File: src/rtl/ablc_pkg.sv
// Package for the accelerating button level control: types, codes, constants, helpers.
package ablc_pkg;

	localparam int LEVEL_W = 21;
	localparam int MILLI_W = 32;
	localparam int SPEED_W = 24;
	localparam int STEP_W  = 20;
	localparam int CFG_W   = 24;
	localparam int CFG_IDX_W = 3;
	localparam int TICK_W  = 21;
	localparam int STEPM_W = 31;
	localparam int WIDE_W  = 34;

	typedef enum logic [1:0] {
		CMD_SAMPLE = 2'd0,
		CMD_TICK   = 2'd1,
		CMD_SET    = 2'd2
	} cmd_t;

	typedef enum logic [CFG_IDX_W-1:0] {
		REG_MIN_LEVEL   = 3'd0,
		REG_MAX_LEVEL   = 3'd1,
		REG_PRESS_STEP  = 3'd2,
		REG_ACCEL_RATE  = 3'd3,
		REG_START_SPEED = 3'd4,
		REG_SPEED_LIMIT = 3'd5
	} cfg_reg_t;

	// configuration kept in the scaled form the update logic uses
	typedef struct packed {
		logic signed [MILLI_W-1:0] bottom;
		logic signed [MILLI_W-1:0] top;
		logic [STEPM_W-1:0]        step_milli;
		logic [TICK_W-1:0]         accel_tick;
		logic [SPEED_W-1:0]        start_speed;
		logic [SPEED_W-1:0]        speed_limit;
	} cfg_t;

	typedef struct packed {
		logic [1:0]               cmd;
		logic                     up;
		logic                     down;
		logic signed [LEVEL_W-1:0] new_level;
	} item_t;

	localparam cfg_t CFG_RESET = '{
		bottom:      32'sd0,
		top:         32'sd1000000,
		step_milli:  31'd10000,
		accel_tick:  21'd100,
		start_speed: 24'd20000,
		speed_limit: 24'd100000
	};

	// x / 10 for 24-bit x: reciprocal 2^27/10 rounded up, exact below 2^26
	function automatic logic [TICK_W-1:0] div10(input logic [SPEED_W-1:0] x);
		logic [2*SPEED_W-1:0] prod;
		prod = {{SPEED_W{1'b0}}, x} * 48'd13421773;
		return prod[47:27];
	endfunction

	// whole units * 1000, two's complement
	function automatic logic signed [MILLI_W-1:0] to_milli(
		input logic [LEVEL_W-1:0] x);
		logic [MILLI_W-1:0] ext;
		ext = {{(MILLI_W-LEVEL_W){x[LEVEL_W-1]}}, x};
		return signed'(32'(ext * 32'd1000));
	endfunction

	// thousandths to whole units, truncated toward zero; 2^38/1000 rounded up
	function automatic logic [LEVEL_W-1:0] to_whole(input logic signed [MILLI_W-1:0] v);
		logic [MILLI_W-1:0] negv;
		logic [30:0]        mag;
		logic [59:0]        prod;
		logic [21:0]        q;
		logic [21:0]        negq;
		negv = ~v + 32'd1;
		mag  = v[MILLI_W-1] ? negv[30:0] : v[30:0];
		prod = {29'b0, mag} * 60'd274877907;
		q    = prod[59:38];
		negq = ~q + 22'd1;
		return v[MILLI_W-1] ? negq[LEVEL_W-1:0] : q[LEVEL_W-1:0];
	endfunction

endpackage

File: src/rtl/ablc_update.sv
// Level, hold speed and button history registers with their combinational next-state update.
module ablc_update (
	input  logic                           clk,
	input  logic                           arst_n,
	input  logic                           en,
	input  ablc_pkg::item_t                item,
	input  ablc_pkg::cfg_t                 cfg,
	output logic signed [ablc_pkg::MILLI_W-1:0] level_next,
	output logic                           both_next
);
	import ablc_pkg::*;

	logic signed [MILLI_W-1:0] level_q;
	logic [SPEED_W-1:0]        speed_q;
	logic                      up_q;
	logic                      down_q;

	logic signed [WIDE_W-1:0]  lvl;
	logic signed [WIDE_W-1:0]  top_w;
	logic signed [WIDE_W-1:0]  bot_w;
	logic signed [WIDE_W-1:0]  step_w;
	logic signed [WIDE_W-1:0]  delta_w;
	logic [SPEED_W:0]          sp;
	logic [SPEED_W-1:0]        speed_d;
	logic                      up_d;
	logic                      down_d;

	always_comb begin
		lvl     = WIDE_W'(level_q);
		top_w   = WIDE_W'(cfg.top);
		bot_w   = WIDE_W'(cfg.bottom);
		step_w  = signed'(WIDE_W'(cfg.step_milli));
		delta_w = signed'(WIDE_W'(div10(speed_q)));
		sp      = {1'b0, speed_q} + (SPEED_W+1)'(cfg.accel_tick);
		speed_d = speed_q;
		up_d    = up_q;
		down_d  = down_q;
		unique case (item.cmd)
			CMD_SAMPLE: begin
				if (item.up && !up_q) begin
					lvl = lvl + step_w;
					if (lvl > top_w)
						lvl = top_w;
					speed_d = cfg.start_speed;
				end
				if (item.down && !down_q) begin
					lvl = lvl - step_w;
					if (lvl < bot_w)
						lvl = bot_w;
					speed_d = cfg.start_speed;
				end
				up_d   = item.up;
				down_d = item.down;
			end
			CMD_TICK: begin
				if (up_q || down_q) begin
					if (up_q)
						lvl = lvl + delta_w;
					if (down_q)
						lvl = lvl - delta_w;
					if (lvl > top_w)
						lvl = top_w;
					if (lvl < bot_w)
						lvl = bot_w;
					speed_d = (sp > {1'b0, cfg.speed_limit}) ? cfg.speed_limit
					                                         : sp[SPEED_W-1:0];
				end
			end
			CMD_SET: begin
				lvl = WIDE_W'(to_milli(item.new_level));
			end
			default: begin
			end
		endcase
	end

	assign level_next = lvl[MILLI_W-1:0];
	assign both_next  = up_d && down_d;

	always_ff @(posedge clk or negedge arst_n) begin
		if (!arst_n) begin
			level_q <= '0;
			speed_q <= '0;
			up_q    <= 1'b0;
			down_q  <= 1'b0;
		end else if (en) begin
			level_q <= level_next;
			speed_q <= speed_d;
			up_q    <= up_d;
			down_q  <= down_d;
		end
	end

endmodule

File: src/rtl/accelerating_button_level_control_top.sv
// Top level of the accelerating button level control: stream ports, config registers, pipeline.
// One item is taken every cycle while results are taken. A result passes through an input
// register, the combinational state update into the second stage, and the thousandths-to-units
// conversion (a constant reciprocal multiply) into the output register. Every item gives
// exactly one result. Configuration writes land in the next cycle and are held in scaled form.
module accelerating_button_level_control_top (
	input  logic        clk,
	input  logic        arst_n,
	input  logic        s_tvalid,
	output logic        s_tready,
	input  logic [23:0] s_tdata,   // up_held[0], down_held[1], new_level[22:2], zero[23]
	input  logic [1:0]  s_tuser,   // command[1:0]
	output logic        m_tvalid,
	input  logic        m_tready,
	output logic [23:0] m_tdata,   // level[20:0], both_held[21], zero[23:22]
	input  logic        cfg_we,
	input  logic [ablc_pkg::CFG_IDX_W-1:0] cfg_index,
	input  logic [ablc_pkg::CFG_W-1:0]     cfg_data
);
	import ablc_pkg::*;

	cfg_t  cfg_q;
	item_t item_s1;
	logic  valid_s1;
	logic  valid_s2;
	logic signed [MILLI_W-1:0] level_s2;
	logic  both_s2;
	logic  out_valid_q;
	logic [23:0] out_data_q;

	logic adv1;
	logic adv2;
	logic signed [MILLI_W-1:0] level_next;
	logic both_next;

	always_ff @(posedge clk or negedge arst_n) begin
		if (!arst_n) begin
			cfg_q <= CFG_RESET;
		end else if (cfg_we) begin
			unique case (cfg_reg_t'(cfg_index))
				REG_MIN_LEVEL:   cfg_q.bottom      <= to_milli(cfg_data[LEVEL_W-1:0]);
				REG_MAX_LEVEL:   cfg_q.top         <= to_milli(cfg_data[LEVEL_W-1:0]);
				REG_PRESS_STEP:  cfg_q.step_milli  <= STEPM_W'({11'b0, cfg_data[STEP_W-1:0]}
				                                      * 31'd1000);
				REG_ACCEL_RATE:  cfg_q.accel_tick  <= div10(cfg_data);
				REG_START_SPEED: cfg_q.start_speed <= cfg_data;
				REG_SPEED_LIMIT: cfg_q.speed_limit <= cfg_data;
				default: begin
				end
			endcase
		end
	end

	assign adv2     = !out_valid_q || m_tready;
	assign adv1     = !valid_s2 || adv2;
	assign s_tready = !valid_s1 || adv1;

	always_ff @(posedge clk or negedge arst_n) begin
		if (!arst_n) begin
			valid_s1    <= 1'b0;
			valid_s2    <= 1'b0;
			out_valid_q <= 1'b0;
		end else begin
			if (s_tvalid && s_tready)
				valid_s1 <= 1'b1;
			else if (adv1)
				valid_s1 <= 1'b0;
			if (adv1)
				valid_s2 <= valid_s1;
			if (adv2)
				out_valid_q <= valid_s2;
		end
	end

	always_ff @(posedge clk) begin
		if (s_tvalid && s_tready) begin
			item_s1.cmd       <= s_tuser;
			item_s1.up        <= s_tdata[0];
			item_s1.down      <= s_tdata[1];
			item_s1.new_level <= s_tdata[22:2];
		end
		if (adv1 && valid_s1) begin
			level_s2 <= level_next;
			both_s2  <= both_next;
		end
		if (adv2 && valid_s2)
			out_data_q <= {2'b00, both_s2, to_whole(level_s2)};
	end

	ablc_update u_update (
		.clk        (clk),
		.arst_n     (arst_n),
		.en         (adv1 && valid_s1),
		.item       (item_s1),
		.cfg        (cfg_q),
		.level_next (level_next),
		.both_next  (both_next)
	);

	assign m_tvalid = out_valid_q;
	assign m_tdata  = out_data_q;

endmodule

File: config.mk
export PLATFORM = sky130hd
export DESIGN_NAME = accelerating_button_level_control_top
export DESIGN_NICKNAME = d
export VERILOG_FILES = /design/src/rtl/ablc_pkg.sv /design/src/rtl/ablc_update.sv /design/src/rtl/accelerating_button_level_control_top.sv
export SDC_FILE = /design/constraint.sdc
export NUM_CORES = 2
export LEC_CHECK = 0
export BUFFER_PORTS_ARGS = -buffer_cell sky130_fd_sc_hd__buf_2
export CAP_MARGIN = 20
export CORE_ASPECT_RATIO = 2
export CORE_MARGIN = 2
export CORE_UTILIZATION = 30
export CTS_CLUSTER_SIZE = 8
export DETAILED_ROUTE_END_ITERATION = 16
export MAX_ROUTING_LAYER = met4
export SYNTH_ARGS = -nofsm -noshare
export SYNTH_HDL_FRONTEND = slang
export SYNTH_HIERARCHICAL = 1
export SYNTH_SLANG_ARGS = --single-unit
File: constraint.sdc
create_clock -name clk -period 46.2 [get_ports clk]
set_clock_uncertainty 0.2 [all_clocks]
set_input_delay 9.24 -clock clk [delete_from_list [all_inputs] [get_ports clk]]
set_output_delay 9.24 -clock clk [all_outputs]
set_load 0.05 [all_outputs]
==> summary.txt <==
Synthesis
  – Post-synth EDFFs: 80
  – Synth Area in Compound Gates: 13.4%
  – Leading area contributor after synthesis: fa_1
  – Yosys top cell area share: 26.1%
  – Mux contribution to synthesized area: 2.80%
  – Yosys reg bits: 295
  – Mapped Cells: 7061
  – Warning count from the yosys run: 6
  – Unique masters post-synth: 104
  – Main combinational cell family by area after synthesis: adder cells
  – Xor/xnor share of the synthesized area: 4.63%
  – Post-Synth Adder-Cell Area: 50.5%
  – Synthesized cell area: 0.0666 mm2
  – Ys async rst share: 72.9%
  – Sequential fraction of the synthesis area: 11.7%
  – Synth Area in Simple Gates: 8.51%
  – Prevailing post-synth register cell: dfrtp_1
  – Top cells by area, synth: fa_1 26%, ha_1 24%, inv_1 7.6%
  – Avg Inst Size Synth: 9.43 um2

Cells and area
  – Most common cell after layout, fill and taps aside: inv_1
  – Nets: 9416
  – Layout area overhead: 9.11%
  – Most frequent cells in the layout: 1350 x inv_1, 1299 x ha_1, 870 x fa_1
  – Share of layout cells above drive strength 1: 6.20%

Clock network
  – H-tree depth: 2
  – CTS root buf: clkbuf_16
  – # resized after CTS: 0
  – Clock Latency Late Sink: 710 ps
  – Cts bufs inserted: 45
  – CTS tree: built
  – Post-CTS Setup Inserts: 0
  – Max clock buf depth: 3
  – Cts hold-fix bufs: 0
  – Clock transition at the registers of the reported paths: 60 ps
  – Clk sinks: 295

STA
  – Slew margin rel.: 23.5%
  – Fin. Hold Viols: 0
  – Final TNS setup: 0 ps
  – Fmax: 44.0 MHz
  – Final max-slew violation count: 0
  – Min cycle time layout: 22700 ps
  – RSZ-0062 raised after global routing: no
  – Worst slew pin tran: 1140 ps
  – Setup-failing EPs final: 0
  – Final Cycle Share: 49.1%

Worst setup path
  – Worst Setup Start Kind: flop
  – R2R Setup Slk: 23500 ps
  – R2r endpoint: level_s2[30]$_DFFE_PP_
  – Critical Path AT: 22910 ps
  – Crit Path Max Fanout: 49
  – Crit Path Category: reg2reg
  – Largest stage delay, worst path: 1000 ps
  – Slowest library cell on the worst path: nor4_1
  – Setup crit end kind: flop
  – Cells on worst reg2reg path: 64
  – CP startpoint: u_update/speed_q[10]$_DFFE_PN0P_
  – FF-to-FF Start: u_update/speed_q[10]$_DFFE_PN0P_
  – Cell mode on critical path: ha_1
  – Data required time at the worst endpoint: 46400 ps

Worst hold path
  – Hold path endpoint: cfg_q[73]$_DFFE_PN1P_
  – HP Start: cfg_q[73]$_DFFE_PN1P_
  – Hold WC Path Type: reg2reg
  – Hold path depth: 2

Route
  – Vias: 51.9k
  – Final ANT Viol Nets: 0
  – Routed WL per cell: 23.3 um
  – Post-Route WL: 237000 um
  – Initial DRC Count: 2450
  – TritonRoute pass-1 iters: 6
  – Vias per cell: 5.10
  – Detailed-route DRC error count: 0

Die
  – Core area: 0.221 mm2
  – Chip Width: 337 um
  – Die area: 0.226 mm2
  – Initial Utilization: 30.2%
  – Chip height: 670 um
  – Row Count: 244
  – Num ports: 84

Placed design
  – DP HPWL: 206000 um
  – Final Wtd Congestion: 0.994
  – Count of input and output buffers: 80

Global route
  – Largest net degree at the start of global routing: 85
  – Vias in the first global route: 57.4k
  – First-pass GRT wire length: 353000 um
  – Grt ovf: 0
  – Initial antenna violation count: 5
  – GRT Util Overall: 21.8%

Run
  – Max_cap viols: 0

Outcome
  – Status: finished, final reports clean
per-stage QoR:
stage               utilization, %  cells  setup WS, ps  instance area, um2  hold WS (ps)
finish                        32.9  10200         23500               72700           273
detailed placement            32.2  10100         24000               71200           265
global placement              32.2  10100         23560               71100           262
floorplan                        -   7092         26960               66700           200
CTS                           32.9  10200         23990               72600           274
global route                  32.9  10200         23000               72700           302
critical path, delay by kind of cell, from the launching register on:
| family | cells | cell delay (ps) |
|---|---|---|
| mux | 3 | 1040 |
| simple gates | 17 | 7010 |
| xor+xnor | 4 | 800 |
| fa+ha+maj | 11 | 4690 |
| buf+inv | 6 | 1050 |
| flops | 1 | 760 |
| compound gates | 23 | 6710 |
cell usage after synthesis (9+ instances only):
cell type,instances
o22ai_1,16
buf_1,9
o31ai_1,41
nand2_1,391
and4_1,10
fa_1,870
nor2b_1,50
a211oi_1,51
buf_2,13
nand3_1,76
a21oi_1,411
nor4_1,18
a31oi_1,40
nand2b_1,64
xnor2_1,220
o41ai_1,12
o221ai_1,9
mux2i_1,61
or3_1,23
a22oi_1,10
xor2_1,130
dfrtp_1,189
a21o_1,153
o22a_1,11
o21a_1,67
nor2_1,294
inv_1,1350
o21bai_1,34
mux2_2,110
a31o_2,9
o21ai_1,9
a21boi_0,10
and3_1,50
o2111ai_1,13
and2_1,27
or2_2,15
clkbuf_1,110
o21ai_0,342
nor3_1,76
ha_1,1299
dfstp_2,26
a211o_1,11
o211ai_1,48
nand4_1,54
edfxtp_1,80
flip-flops by register name, summed over array words and instances (netlist names):
signal / count
both_s2: 1
cfg_q: 154
item_s1: 25
level_s2: 32
m_tdata: 22
m_tvalid: 1
u_update/down_q: 1
u_update/level_q: 32
u_update/speed_q: 24
u_update/up_q: 1
valid_s1: 1
valid_s2: 1
cell families (layout without fill, tap and decap cells):
group,Yosys count,after routing
multiplexers,172,172
XOR/XNOR,351,351
adder cells (fa/ha/maj),2169,2169
buffers and inverters,1485,1619
AO/OA/AOI/OAI,1399,1399
other,1,38
flip-flops,295,295
AND/OR/NAND/NOR,1189,1189
layout make-up:
class                           count  area, um2
Sequential cell                   295       7820
Multi-Input combinational cell   5312      53400
Antenna cell                        6       15.0
Fill cell                       22600     148000
Tap cell                         2952       3690
Timing Repair Buffer              184       1270
Clock buffer                       79       1310
Clock inverter                      5       93.8
Inverter                         1351       5070
worst max path at each step:
stage	endpoint	depth (start not counted)	slack [ps]
after floorplan	s_tready	2	26960
after global placement	level_s2[4]$_DFFE_PP_	64	23560
after detailed placement	level_s2[30]$_DFFE_PP_	64	24000
after CTS	level_s2[30]$_DFFE_PP_	63	23990
after global routing	level_s2[30]$_DFFE_PP_	63	23000
final	level_s2[30]$_DFFE_PP_	64	23500
layer usage:
layer | global-route usage, % | vias to the layer above | wire, um | share of wire [%]
met5 | - | - | 0 | 0
li1 | - | 24000 | - | -
met3 | 1.81 | 853 | 6080 | 2.6
met4 | 21.0 | 0 | 28700 | 12
met2 | 40.9 | 1445 | 129000 | 55
met1 | 18.4 | 25600 | 73000 | 31
Power is not shown: default switching activity piles up to over one toggle a cycle in this logic, so the estimate is an artifact.
